==> src/rtl/assert_macros.svh <==
`ifndef ASSERT_MACROS_SVH
`define ASSERT_MACROS_SVH

// same-cycle implication, checked outside reset
`define ASSERT_NOW(label, ante, cons) \
  label: assert property (@(posedge clk) disable iff (rst) (ante) |-> (cons)) \
    else $error("assertion failed");

// next-cycle implication, checked outside reset
`define ASSERT_NEXT(label, ante, cons) \
  label: assert property (@(posedge clk) disable iff (rst) (ante) |=> (cons)) \
    else $error("assertion failed");

`endif

==> src/rtl/sps_pkg.sv <==
`timescale 1ns / 1ps
package sps_pkg;

  localparam int RETX_DEPTH_DEF    = 16;
  localparam int PENDING_DEPTH_DEF = 16;
  localparam int AVAIL_W           = 5;
  localparam int CFG_IDX_W         = 3;

  typedef enum logic [1:0] {
    REQ_PUBLISH   = 2'd0,
    REQ_QUEUE     = 2'd1,
    REQ_ACK       = 2'd2,
    REQ_REPUBLISH = 2'd3
  } req_t;

  typedef enum logic [2:0] {
    ST_GOOD        = 3'd0,
    ST_NOT_READY   = 3'd1,
    ST_SEQ_UNKNOWN = 3'd2,
    ST_UNAVAILABLE = 3'd3,
    ST_QUEUE_FULL  = 3'd4
  } status_t;

  typedef enum logic [CFG_IDX_W-1:0] {
    CFG_SUB_NUM    = 3'd0,
    CFG_INTERVAL   = 3'd1,
    CFG_KA_COUNT   = 3'd2,
    CFG_PUB_ENABLE = 3'd3,
    CFG_START      = 3'd4
  } cfg_idx_t;

  typedef enum logic [3:0] {
    S_IDLE,
    S_CALC,
    S_CHECK,
    S_POP,
    S_QUEUE,
    S_MISS,
    S_SR_RD,
    S_SR_CMP,
    S_SH_RD,
    S_SH_WR,
    S_STORE,
    S_DONE
  } state_t;

  typedef struct packed {
    logic in_rdy;
    logic calc;
    logic set_nr;
    logic keepalive;
    logic pop;
    logic queue;
    logic srch_next;
    logic hit_rep;
    logic miss;
    logic shift_mode;
    logic shift_wr;
    logic sh_end;
    logic store;
    logic finish;
  } sps_cmd_t;

  typedef struct packed {
    logic  in_valid;
    req_t  in_req;
    req_t  req;
    logic  not_ready;
    logic  data;
    logic  rfull;
    logic  rzero;
    logic  ridx_last;
    logic  match;
    logic  out_free;
  } sps_stat_t;

endpackage

==> src/rtl/sps_req_if.sv <==
`timescale 1ns / 1ps
interface sps_req_if;
  logic        valid;
  logic        ready;
  logic [1:0]  req_type;
  logic [31:0] now_ms;
  logic [31:0] note_handle;
  logic [31:0] seq_in;
  modport source (output valid, req_type, now_ms, note_handle, seq_in, input ready);
  modport sink (input valid, req_type, now_ms, note_handle, seq_in, output ready);
endinterface

==> src/rtl/sps_rsp_if.sv <==
`timescale 1ns / 1ps
interface sps_rsp_if;
  import sps_pkg::*;
  logic               valid;
  logic               ready;
  logic [2:0]         status;
  logic               published;
  logic               keep_alive;
  logic [31:0]        seq_out;
  logic [31:0]        handle_out;
  logic               more_pending;
  logic [AVAIL_W-1:0] available_count;
  logic [31:0]        subscription_out;
  modport source (output valid, status, published, keep_alive, seq_out, handle_out,
                  more_pending, available_count, subscription_out, input ready);
  modport sink (input valid, status, published, keep_alive, seq_out, handle_out,
                more_pending, available_count, subscription_out, output ready);
endinterface

==> src/rtl/sps_cfg_if.sv <==
`timescale 1ns / 1ps
interface sps_cfg_if;
  import sps_pkg::*;
  logic                 valid;
  logic                 ready;
  logic [CFG_IDX_W-1:0] index;
  logic [31:0]          data;
  modport source (output valid, index, data, input ready);
  modport sink (input valid, index, data, output ready);
endinterface

==> src/rtl/sps_ctrl.sv <==
`timescale 1ns / 1ps
module sps_ctrl (
  input  logic              clk,
  input  logic              rst,
  input  sps_pkg::sps_stat_t st,
  output sps_pkg::sps_cmd_t  cmd
);
  import sps_pkg::*;

  state_t state, state_next;

  always_ff @(posedge clk) begin
    if (rst) begin
      state <= S_IDLE;
    end else begin
      state <= state_next;
    end
  end

  always_comb begin
    state_next = state;
    unique case (state)
      S_IDLE: begin
        if (st.in_valid) begin
          unique case (st.in_req)
            REQ_PUBLISH: state_next = S_CALC;
            REQ_QUEUE:   state_next = S_QUEUE;
            default:     state_next = st.rzero ? S_MISS : S_SR_RD;
          endcase
        end
      end
      S_CALC:  state_next = S_CHECK;
      S_CHECK: state_next = (st.not_ready || !st.data) ? S_DONE : S_POP;
      S_POP:   state_next = st.rfull ? S_SH_RD : S_STORE;
      S_QUEUE: state_next = S_DONE;
      S_MISS:  state_next = S_DONE;
      S_SR_RD: state_next = S_SR_CMP;
      S_SR_CMP: begin
        if (st.match) begin
          state_next = (st.req == REQ_ACK) ? S_SH_RD : S_DONE;
        end else begin
          state_next = st.ridx_last ? S_DONE : S_SR_RD;
        end
      end
      S_SH_RD: begin
        if (st.ridx_last) begin
          state_next = (st.req == REQ_PUBLISH) ? S_STORE : S_DONE;
        end else begin
          state_next = S_SH_WR;
        end
      end
      S_SH_WR: state_next = S_SH_RD;
      S_STORE: state_next = S_DONE;
      S_DONE:  state_next = st.out_free ? S_IDLE : S_DONE;
      default: state_next = S_IDLE;
    endcase
  end

  always_comb begin
    cmd = '0;
    unique case (state)
      S_IDLE:  cmd.in_rdy = 1'b1;
      S_CALC:  cmd.calc = 1'b1;
      S_CHECK: begin
        cmd.set_nr    = st.not_ready;
        cmd.keepalive = !st.not_ready && !st.data;
      end
      S_POP:   cmd.pop = 1'b1;
      S_QUEUE: cmd.queue = 1'b1;
      S_MISS:  cmd.miss = 1'b1;
      S_SR_RD: ;
      S_SR_CMP: begin
        cmd.hit_rep   = st.match && (st.req == REQ_REPUBLISH);
        cmd.miss      = !st.match && st.ridx_last;
        cmd.srch_next = !st.match && !st.ridx_last;
      end
      S_SH_RD: begin
        cmd.shift_mode = 1'b1;
        cmd.sh_end     = st.ridx_last;
      end
      S_SH_WR: begin
        cmd.shift_mode = 1'b1;
        cmd.shift_wr   = 1'b1;
      end
      S_STORE: cmd.store = 1'b1;
      S_DONE:  cmd.finish = st.out_free;
      default: ;
    endcase
  end

endmodule

==> src/rtl/sps_dp.sv <==
`timescale 1ns / 1ps
`include "assert_macros.svh"
module sps_dp #(
  parameter int RETX_DEPTH    = sps_pkg::RETX_DEPTH_DEF,
  parameter int PENDING_DEPTH = sps_pkg::PENDING_DEPTH_DEF
) (
  input  logic               clk,
  input  logic               rst,
  sps_req_if.sink            req,
  sps_rsp_if.source          rsp,
  sps_cfg_if.sink            cfg,
  input  sps_pkg::sps_cmd_t  cmd,
  output sps_pkg::sps_stat_t st
);
  import sps_pkg::*;

  localparam int PW  = (PENDING_DEPTH > 1) ? $clog2(PENDING_DEPTH) : 1;
  localparam int PCW = $clog2(PENDING_DEPTH + 1);
  localparam int RW  = (RETX_DEPTH > 1) ? $clog2(RETX_DEPTH) : 1;
  localparam int RCW = $clog2(RETX_DEPTH + 1);

  // configuration
  logic [31:0] sub_num;
  logic [15:0] interval;
  logic [15:0] ka_count;
  logic        pub_enable;

  // request capture
  req_t        req_r;
  logic [31:0] now_r;
  logic [31:0] handle_r;
  logic [31:0] seq_r;

  // subscription state
  logic [31:0] last_time;
  logic        first_sent;
  logic [31:0] next_seq;
  logic [31:0] elapsed_r;
  logic [31:0] wait_r;

  // pending queue
  logic [31:0]    pend_mem [PENDING_DEPTH];
  logic [31:0]    pend_rdata;
  logic [PW-1:0]  head;
  logic [PW-1:0]  tail;
  logic [PCW-1:0] pcount;

  // retransmit store, compacted oldest first
  logic [63:0]    retx_mem [RETX_DEPTH];
  logic [63:0]    retx_rdata;
  logic [RCW-1:0] rcount;
  logic [RCW-1:0] ridx;
  logic [RCW-1:0] raddr;

  // result being built
  status_t     res_status;
  logic        res_pub;
  logic        res_keep;
  logic [31:0] res_seq;
  logic [31:0] res_handle;
  logic        res_more;

  logic        out_valid;
  logic        accept;
  logic [15:0] iv;
  logic [15:0] kc;
  logic [31:0] ka_wait;
  logic        pfull;
  logic [31:0] rcount_ext;

  assign accept    = req.valid && cmd.in_rdy && !rst;
  assign req.ready = cmd.in_rdy && !rst;
  assign cfg.ready = !rst;

  assign iv      = (interval == '0) ? 16'd1 : interval;
  assign kc      = (ka_count == '0) ? 16'd3 : ka_count;
  assign ka_wait = 32'(iv) * 32'(kc);
  assign pfull   = (pcount == PCW'(PENDING_DEPTH));
  assign raddr   = cmd.shift_mode ? (ridx + RCW'(1)) : ridx;
  assign rcount_ext = 32'(rcount);

  assign st.in_valid  = req.valid;
  assign st.in_req    = req_t'(req.req_type);
  assign st.req       = req_r;
  assign st.not_ready = (elapsed_r < wait_r);
  assign st.data      = pub_enable && (pcount != '0);
  assign st.rfull     = (rcount == RCW'(RETX_DEPTH));
  assign st.rzero     = (rcount == '0);
  assign st.ridx_last = ({1'b0, ridx} + (RCW+1)'(1)) >= {1'b0, rcount};
  assign st.match     = (retx_rdata[63:32] == seq_r);
  assign st.out_free  = !out_valid || rsp.ready;

  always_ff @(posedge clk) begin
    if (rst) begin
      sub_num    <= '0;
      interval   <= 16'd1000;
      ka_count   <= 16'd3;
      pub_enable <= 1'b1;
    end else if (cfg.valid) begin
      case (cfg_idx_t'(cfg.index))
        CFG_SUB_NUM:    sub_num    <= cfg.data;
        CFG_INTERVAL:   interval   <= cfg.data[15:0];
        CFG_KA_COUNT:   ka_count   <= cfg.data[15:0];
        CFG_PUB_ENABLE: pub_enable <= cfg.data[0];
        default: ;
      endcase
    end
  end

  always_ff @(posedge clk) begin
    if (accept) begin
      req_r    <= req_t'(req.req_type);
      now_r    <= req.now_ms;
      handle_r <= req.note_handle;
      seq_r    <= req.seq_in;
    end
    if (cmd.calc) begin
      elapsed_r <= now_r - last_time;
      wait_r    <= (!first_sent || st.data) ? {16'd0, iv} : ka_wait;
    end
  end

  // timing and sequence state
  always_ff @(posedge clk) begin
    if (rst) begin
      last_time  <= '0;
      first_sent <= 1'b0;
      next_seq   <= 32'd1;
    end else begin
      if (cfg.valid && (cfg_idx_t'(cfg.index) == CFG_START)) begin
        last_time <= cfg.data;
      end
      if (cmd.keepalive || cmd.pop) begin
        last_time  <= now_r;
        first_sent <= 1'b1;
      end
      if (cmd.pop) begin
        next_seq <= (next_seq == '1) ? 32'd1 : next_seq + 32'd1;
      end
    end
  end

  // pending queue
  always_ff @(posedge clk) begin
    if (rst) begin
      head   <= '0;
      tail   <= '0;
      pcount <= '0;
    end else begin
      if (cmd.queue && !pfull) begin
        tail   <= (tail == PW'(PENDING_DEPTH - 1)) ? '0 : tail + PW'(1);
        pcount <= pcount + PCW'(1);
      end
      if (cmd.pop) begin
        head   <= (head == PW'(PENDING_DEPTH - 1)) ? '0 : head + PW'(1);
        pcount <= pcount - PCW'(1);
      end
    end
  end

  always_ff @(posedge clk) begin
    if (cmd.queue && !pfull) begin
      pend_mem[tail] <= handle_r;
    end
    pend_rdata <= pend_mem[head];
  end

  // retransmit store
  always_ff @(posedge clk) begin
    if (cmd.shift_wr) begin
      retx_mem[ridx[RW-1:0]] <= retx_rdata;
    end else if (cmd.store) begin
      retx_mem[rcount[RW-1:0]] <= {res_seq, res_handle};
    end
    retx_rdata <= retx_mem[raddr[RW-1:0]];
  end

  always_ff @(posedge clk) begin
    if (rst) begin
      rcount <= '0;
      ridx   <= '0;
    end else begin
      if (accept || cmd.pop) begin
        ridx <= '0;
      end else if (cmd.srch_next || cmd.shift_wr) begin
        ridx <= ridx + RCW'(1);
      end
      if (cmd.sh_end) begin
        rcount <= rcount - RCW'(1);
      end else if (cmd.store) begin
        rcount <= rcount + RCW'(1);
      end
    end
  end

  // result fields
  always_ff @(posedge clk) begin
    if (accept) begin
      res_status <= ST_GOOD;
      res_pub    <= 1'b0;
      res_keep   <= 1'b0;
      res_seq    <= '0;
      res_handle <= '0;
      res_more   <= 1'b0;
    end else begin
      if (cmd.set_nr) begin
        res_status <= ST_NOT_READY;
      end
      if (cmd.queue && pfull) begin
        res_status <= ST_QUEUE_FULL;
      end
      if (cmd.miss) begin
        res_status <= (req_r == REQ_ACK) ? ST_SEQ_UNKNOWN : ST_UNAVAILABLE;
      end
      if (cmd.keepalive) begin
        res_pub  <= 1'b1;
        res_keep <= 1'b1;
        res_seq  <= next_seq;
      end
      if (cmd.pop) begin
        res_pub    <= 1'b1;
        res_seq    <= next_seq;
        res_handle <= pend_rdata;
        res_more   <= (pcount > PCW'(1));
      end
      if (cmd.hit_rep) begin
        res_seq    <= seq_r;
        res_handle <= retx_rdata[31:0];
      end
    end
  end

  // output register
  always_ff @(posedge clk) begin
    if (rst) begin
      out_valid <= 1'b0;
    end else if (cmd.finish) begin
      out_valid <= 1'b1;
    end else if (rsp.ready) begin
      out_valid <= 1'b0;
    end
  end

  always_ff @(posedge clk) begin
    if (cmd.finish) begin
      rsp.status           <= res_status;
      rsp.published        <= res_pub;
      rsp.keep_alive       <= res_keep;
      rsp.seq_out          <= res_seq;
      rsp.handle_out       <= res_handle;
      rsp.more_pending     <= res_more;
      rsp.available_count  <= rcount_ext[AVAIL_W-1:0];
      rsp.subscription_out <= sub_num;
    end
  end

  assign rsp.valid = out_valid;

  `ASSERT_NOW(a_pcount_bound, 1'b1, pcount <= PCW'(PENDING_DEPTH))
  `ASSERT_NOW(a_store_room, cmd.store, rcount < RCW'(RETX_DEPTH))
  `ASSERT_NEXT(a_finish_shown, cmd.finish, out_valid)

endmodule

==> src/rtl/subscription_publish_scheduler.sv <==
`timescale 1ns / 1ps
// Channel | Dir  | Carries
// req     | in   | req_type, now_ms, note_handle, seq_in
// rsp     | out  | status, published, keep_alive, seq_out, handle_out,
//         |      | more_pending, available_count, subscription_out
// cfg     | in   | index, data (ready outside reset)
// One request in flight; a finished result waits in the output register
// while the next request is taken. Publish: calculate and check, then done
// if not ready or keep-alive; a data publish pops the queue, moves the
// retransmit store down when it is full (its oldest entry goes), stores
// and is done. Queue: queue, then done. Acknowledge/republish compares
// each entry in turn (miss if empty); an ack hit moves later entries down.
// A stalled rsp holds the block in its last state. Synchronous reset, no
// clearing pass; req and cfg are not ready during reset.
module subscription_publish_scheduler #(
  parameter int RETX_DEPTH    = sps_pkg::RETX_DEPTH_DEF,
  parameter int PENDING_DEPTH = sps_pkg::PENDING_DEPTH_DEF
) (
  input logic       clk,
  input logic       rst,
  sps_req_if.sink   req,
  sps_rsp_if.source rsp,
  sps_cfg_if.sink   cfg
);
  import sps_pkg::*;

  sps_cmd_t  cmd;
  sps_stat_t st;

  sps_ctrl u_ctrl (
    .clk (clk),
    .rst (rst),
    .st  (st),
    .cmd (cmd)
  );

  sps_dp #(
    .RETX_DEPTH    (RETX_DEPTH),
    .PENDING_DEPTH (PENDING_DEPTH)
  ) u_dp (
    .clk (clk),
    .rst (rst),
    .req (req),
    .rsp (rsp),
    .cfg (cfg),
    .cmd (cmd),
    .st  (st)
  );

endmodule
==> src/flat_wrapper.sv <==
// flat-port wrapper written by rule: the top's interface ports become plain ports
module subscription_publish_scheduler_flat import sps_pkg::*;
#(
  parameter int RETX_DEPTH    = sps_pkg::RETX_DEPTH_DEF,
  parameter int PENDING_DEPTH = sps_pkg::PENDING_DEPTH_DEF
)
  (clk, rst, req_valid, req_req_type, req_now_ms, req_note_handle, req_seq_in, req_ready, rsp_valid, rsp_status, rsp_published, rsp_keep_alive, rsp_seq_out, rsp_handle_out, rsp_more_pending, rsp_available_count, rsp_subscription_out, rsp_ready, cfg_valid, cfg_index, cfg_data, cfg_ready);
  sps_req_if req_i ();
  sps_rsp_if rsp_i ();
  sps_cfg_if cfg_i ();
  input logic clk;
  input logic rst;
  input wire logic [$bits(req_i.valid)-1:0] req_valid;
  input wire logic [$bits(req_i.req_type)-1:0] req_req_type;
  input wire logic [$bits(req_i.now_ms)-1:0] req_now_ms;
  input wire logic [$bits(req_i.note_handle)-1:0] req_note_handle;
  input wire logic [$bits(req_i.seq_in)-1:0] req_seq_in;
  output wire logic [$bits(req_i.ready)-1:0] req_ready;
  output wire logic [$bits(rsp_i.valid)-1:0] rsp_valid;
  output wire logic [$bits(rsp_i.status)-1:0] rsp_status;
  output wire logic [$bits(rsp_i.published)-1:0] rsp_published;
  output wire logic [$bits(rsp_i.keep_alive)-1:0] rsp_keep_alive;
  output wire logic [$bits(rsp_i.seq_out)-1:0] rsp_seq_out;
  output wire logic [$bits(rsp_i.handle_out)-1:0] rsp_handle_out;
  output wire logic [$bits(rsp_i.more_pending)-1:0] rsp_more_pending;
  output wire logic [$bits(rsp_i.available_count)-1:0] rsp_available_count;
  output wire logic [$bits(rsp_i.subscription_out)-1:0] rsp_subscription_out;
  input wire logic [$bits(rsp_i.ready)-1:0] rsp_ready;
  input wire logic [$bits(cfg_i.valid)-1:0] cfg_valid;
  input wire logic [$bits(cfg_i.index)-1:0] cfg_index;
  input wire logic [$bits(cfg_i.data)-1:0] cfg_data;
  output wire logic [$bits(cfg_i.ready)-1:0] cfg_ready;
  assign req_i.valid = req_valid;
  assign req_i.req_type = req_req_type;
  assign req_i.now_ms = req_now_ms;
  assign req_i.note_handle = req_note_handle;
  assign req_i.seq_in = req_seq_in;
  assign req_ready = req_i.ready;
  assign rsp_valid = rsp_i.valid;
  assign rsp_status = rsp_i.status;
  assign rsp_published = rsp_i.published;
  assign rsp_keep_alive = rsp_i.keep_alive;
  assign rsp_seq_out = rsp_i.seq_out;
  assign rsp_handle_out = rsp_i.handle_out;
  assign rsp_more_pending = rsp_i.more_pending;
  assign rsp_available_count = rsp_i.available_count;
  assign rsp_subscription_out = rsp_i.subscription_out;
  assign rsp_i.ready = rsp_ready;
  assign cfg_i.valid = cfg_valid;
  assign cfg_i.index = cfg_index;
  assign cfg_i.data = cfg_data;
  assign cfg_ready = cfg_i.ready;
  subscription_publish_scheduler #(.RETX_DEPTH(RETX_DEPTH), .PENDING_DEPTH(PENDING_DEPTH)) u_core (.clk(clk), .rst(rst), .req(req_i), .rsp(rsp_i), .cfg(cfg_i));
endmodule
==> config.mk <==
export PLATFORM = sky130hd
export DESIGN_NAME = subscription_publish_scheduler_flat
export DESIGN_NICKNAME = d
export VERILOG_FILES = /design/src/rtl/sps_pkg.sv /design/src/rtl/sps_req_if.sv /design/src/rtl/sps_rsp_if.sv /design/src/rtl/sps_cfg_if.sv /design/src/rtl/sps_ctrl.sv /design/src/rtl/sps_dp.sv /design/src/rtl/subscription_publish_scheduler.sv /design/src/flat_wrapper.sv
export VERILOG_INCLUDE_DIRS = /design/src /design/src/rtl
export SDC_FILE = /design/constraint.sdc
export NUM_CORES = 2
export LEC_CHECK = 0
export ABC_AREA = 1
export ABC_CLOCK_PERIOD_IN_PS = 17300
export BUFFER_PORTS_ARGS = -buffer_cell sky130_fd_sc_hd__buf_2
export CAP_MARGIN = 40
export CORE_ASPECT_RATIO = 0.9
export CORE_MARGIN = 5
export CORE_UTILIZATION = 35
export CTS_BUF_LIST = sky130_fd_sc_hd__clkbuf_8
export CTS_CLUSTER_DIAMETER = 40
export DETAILED_ROUTE_END_ITERATION = 10
export PLACE_DENSITY_LB_ADDON = 0.08
export SYNTH_ARGS = -nofsm -noshare
export SYNTH_HDL_FRONTEND = slang
export SYNTH_SLANG_ARGS = --single-unit
export TNS_END_PERCENT = 50
==> constraint.sdc <==
create_clock -name clk -period 17.3 [get_ports clk]
set_clock_uncertainty 0.05 [all_clocks]
set_input_delay 4.325 -clock clk [delete_from_list [all_inputs] [get_ports clk]]
set_output_delay 4.325 -clock clk [all_outputs]
set_load 0.01 [all_outputs]
==> metrics.md <==
| Metric | Value |
|---|---|
| Final Hold Vio Count | 0 |
| RSZ-0062 raised after global routing | no |
| Pwr per Cell Area | between 100 and 150 mW/mm^2 |
| Least-Margin Pin Slew | approximately 1.1 ns |
| Relative slew slack | a little over a quarter |
| Die height | approximately 500 microns |
| Total CTS buffers | 389 |
| Antenna Violating Nets Remaining | 0 |
| Crit-path max FO | 21 |
| Pins Over Slew Limit | 0 |
| Post-synthesis sequential area ratio | 65.34% |
| Core ar. | ~0.26 sq mm |
| Vias in the first global route | roughly 62000 |
| CTS resizes | 0 |
| Clk sinks | 2129 |
| Top-area cell type share of the netlist area | between 50% and 60% |
| Critical R2R Capture | u_core.u_dp.wait_r[24] |
| CP arrival | slightly above 5 ns |
| I/O Pins | ~250 |
| Hpwl dp | between 150000 and 200000 microns |
| Syn Area/Cell | around 12 sq um |
| Worst setup SP type | input pin |
| Pre-Repair DR Iteration Count | 6 |
| Initial core utilization | 35.15% |
| Antenna violations before repair | 7 |
| Slowest cell on crit path | buf_2 |
| Clock buffer depth | 4 |
| Reg2reg start | u_core.u_dp.ka_count[9] |
| CP endpoint kind | output port |
| Port-buffer cells | roughly 250 |
| Post-synth EDFFs | about 1800 |
| Die width | 553.0 microns |
| Hold-fix buffers, CTS | 0 |
| Worst Setup EP | req_ready |
| Routed vias/inst | slightly above 5 |
| WP data required | roughly 13 ns |
| Fillers | around 26000 |
| H-tree depth | 5 |
| Leak | ~39 nW |
| Reg2reg setup slack | roughly 10 ns |
| Buf+Inv Stages, Crit Path | 2 |
| CP max stage delay | between 0.4 and 0.5 ns |
| Max-cap violations | 0 |
| Post-CTS Setup Repair Bufs | 0 |
| Clock Latency Late Sink | 0.98 ns |
| Fmax achieved | approximately 110 MHz |
| Peak supply drop | about 0.18 mV |
| Count leader, synth | edfxtp_1 |
| Area Growth Syn to Fin | 15.12% |
| 1st-iter DRT viols | 5407 |
| Row count | about 180 |
| Mapped cell area | 0.09288 sq mm |
| Syn nets | between 8000 and 9000 |
| Final GP Congestion | about 0.85 |
| Top cells by count, synth | 1805 x edfxtp_1, 1157 x nor2_1, 1032 x nand2_1, 866 x o21ai_0, 680 x inv_1 |
| Worst-path clk slew | roughly 0.06 ns |
| Layout cells sized above 1 | 12.12% |
| PnR Total Power | 14.52 mW |
| # setup viols final | 0 |
| Tmin final | between 9 and 10 ns |
| Largest register FFs | 1024 |
| Final #Nets | about 9000 |
| Vias post-DR | about 63000 |
| WL final | ~290000 microns |
| CTS tree | built |
| Ys async rst share | 0% |
| Synth Flop Type | edfxtp_1 |
| Setup tns final | 0 ns |
| Largest net degree at the start of global routing | between 150 and 200 |
| Syn Inst Count | 8039 |
| Outcome | completed |
| Grt ovf | 0 |
| GRT Overall Usage | approximately a fifth |
| Critical Path, Cell by Cell | buf_2, nor2_1, buf_2 |
| Clk root buf | clkbuf_8 |
| First-pass GRT wire length | between 400000 and 500000 microns |
| Area contributors post-synth | edfxtp_1 58%, dfxtp_1 7.0%, nor2_1 4.7% |
| CP Depth | 3 |
| Synthesized flop and latch total | approximately 2100 |
| Die ar. | 0.2758 sq mm |
| Kind of critical path | input pin to output port |
| Drt wl/cell | 23.53 microns |
| FF-to-FF path depth | 25 |
| Area leader, netlist | edfxtp_1 |
| Cell variety after synth | 55 |
| Hold Crit Class | flip-flop to flip-flop |
| CP startpoint | rst |
| Fin crit share | roughly 55% |
| Most frequent CP cell | buf_2 |
| Post-route DRC | 0 |
| CP top delay family | buffers and inverters |
| Yosys warnings | 0 |
## layout by cell type (no fill, tap or decap), types with 184 or more instances in the layout
cell type,n
nor2_1,1120
fa_1,196
dfxtp_1,321
clkbuf_8,436
edfxtp_1,1805
o21ai_0,859
ha_1,184
inv_1,808
nand2_1,1031
buf_2,248
o221ai_1,230
a21oi_1,234
nand3_1,223
## per-stage QoR
| step | utilization (%) | worst slack (ns) | instance area, sq um | cells | hold slack, ns |
|---|---|---|---|---|---|
| after global placement | 37.20 | 7.828 | 98300 | 11500 | 0.3592 |
| final | 40.46 | 7.855 | 106900 | 12250 | 0.3697 |
| after floorplan | - | 7.871 | 92880 | 8039 | 0.3530 |
| after detailed placement | 37.45 | 7.838 | 98970 | 11530 | 0.3590 |
| after CTS | 40.46 | 7.836 | 106900 | 12240 | 0.3725 |
| after global routing | 40.46 | 7.802 | 106900 | 12250 | 0.3804 |
## cell type report
type                            count  area, sq um  area share [%]
Clock buffer                      436         6001           5.612
Multi-Input combinational cell   4748        28100           26.28
Clock inverter                    275         1943           1.817
Timing Repair Buffer              435         3137           2.934
Inverter                          691         2626           2.456
Tap cell                         3529         4415           4.130
Antenna cell                        2        5.005        0.004681
Sequential cell                  2129        60700           56.77
## worst register-to-register path, stage by stage (launching register included)
cell     delay, ns
dfxtp_1       0.60
nor4_1        0.48
nand4_1       0.18
nand2_1       0.47
nand2_1       0.17
fa_1          0.54
fa_1          0.57
fa_1          0.46
fa_1          0.54
inv_1         0.05
fa_1          0.48
inv_1         0.05
fa_1          0.47
inv_1         0.04
ha_1          0.35
nand2_1       0.18
nor2_1        0.21
nand4_1       0.11
o21ai_0       0.48
nand3_1       0.14
nand2_1       0.14
nand2_1       0.06
nand3_1       0.09
nand2_1       0.05
nand2_1       0.06
nor2_1        0.05
## how the worst min path moves through the flow
stage / end / slack [ns] / from / cells after the start
3_5_place_dp: u_core.u_dp.rsp.subscription_out[26] / 0.36 / u_core.u_dp.sub_num[26] / 0
5_1_grt: u_core.u_dp.rsp.subscription_out[13] / 0.38 / u_core.u_dp.sub_num[13] / 0
6_report: u_core.u_dp.rsp.status[0] / 0.37 / u_core.u_dp.res_status[0] / 0
2_1_floorplan: u_core.u_dp.rsp.published / 0.35 / u_core.u_dp.res_pub / 0
3_3_place_gp: u_core.u_dp.rsp.subscription_out[26] / 0.36 / u_core.u_dp.sub_num[26] / 0
4_1_cts: u_core.u_dp.rsp.subscription_out[26] / 0.37 / u_core.u_dp.sub_num[26] / 0
## report_power, final
part           switching, mW  internal (mW)  leakage (nW)  total (mW)
logic                   2.12          0.856          15.9        2.98
registers              0.275           6.38          18.9        6.65
clock network           2.17           2.72          4.53        4.89
total                   4.56           9.95          39.4        14.5
## layer usage
| metal | vias to the layer above | GRT usage [%] | routed length, microns | share of wire [%] |
|---|---|---|---|---|
| met2 | 1892 | 32.33 | 131200 | 46 |
| met4 | 0 | 5.118 | 6399 | 2.2 |
| met1 | 31630 | 29.51 | 135600 | 47 |
| met5 | - | 0 | 0 | 0 |
| li1 | 29120 | - | - | - |
| met3 | 414 | 2.636 | 14990 | 5.2 |
## kinds of logic (layout without fill, tap and decap cells)
kind of cell	after synthesis	in the layout	share of synthesized area, %
mux	48	48	0.5173
xor+xnor	70	70	0.6601
other cells	0	2	0
flops	2129	2129	65.34
compound gates	1663	1663	10.75
buf+inv	1162	1837	4.769
simple gates	2587	2587	11.27
fa+ha+maj	380	380	6.703
No activity file was read; power rests on OpenSTA's default activity.
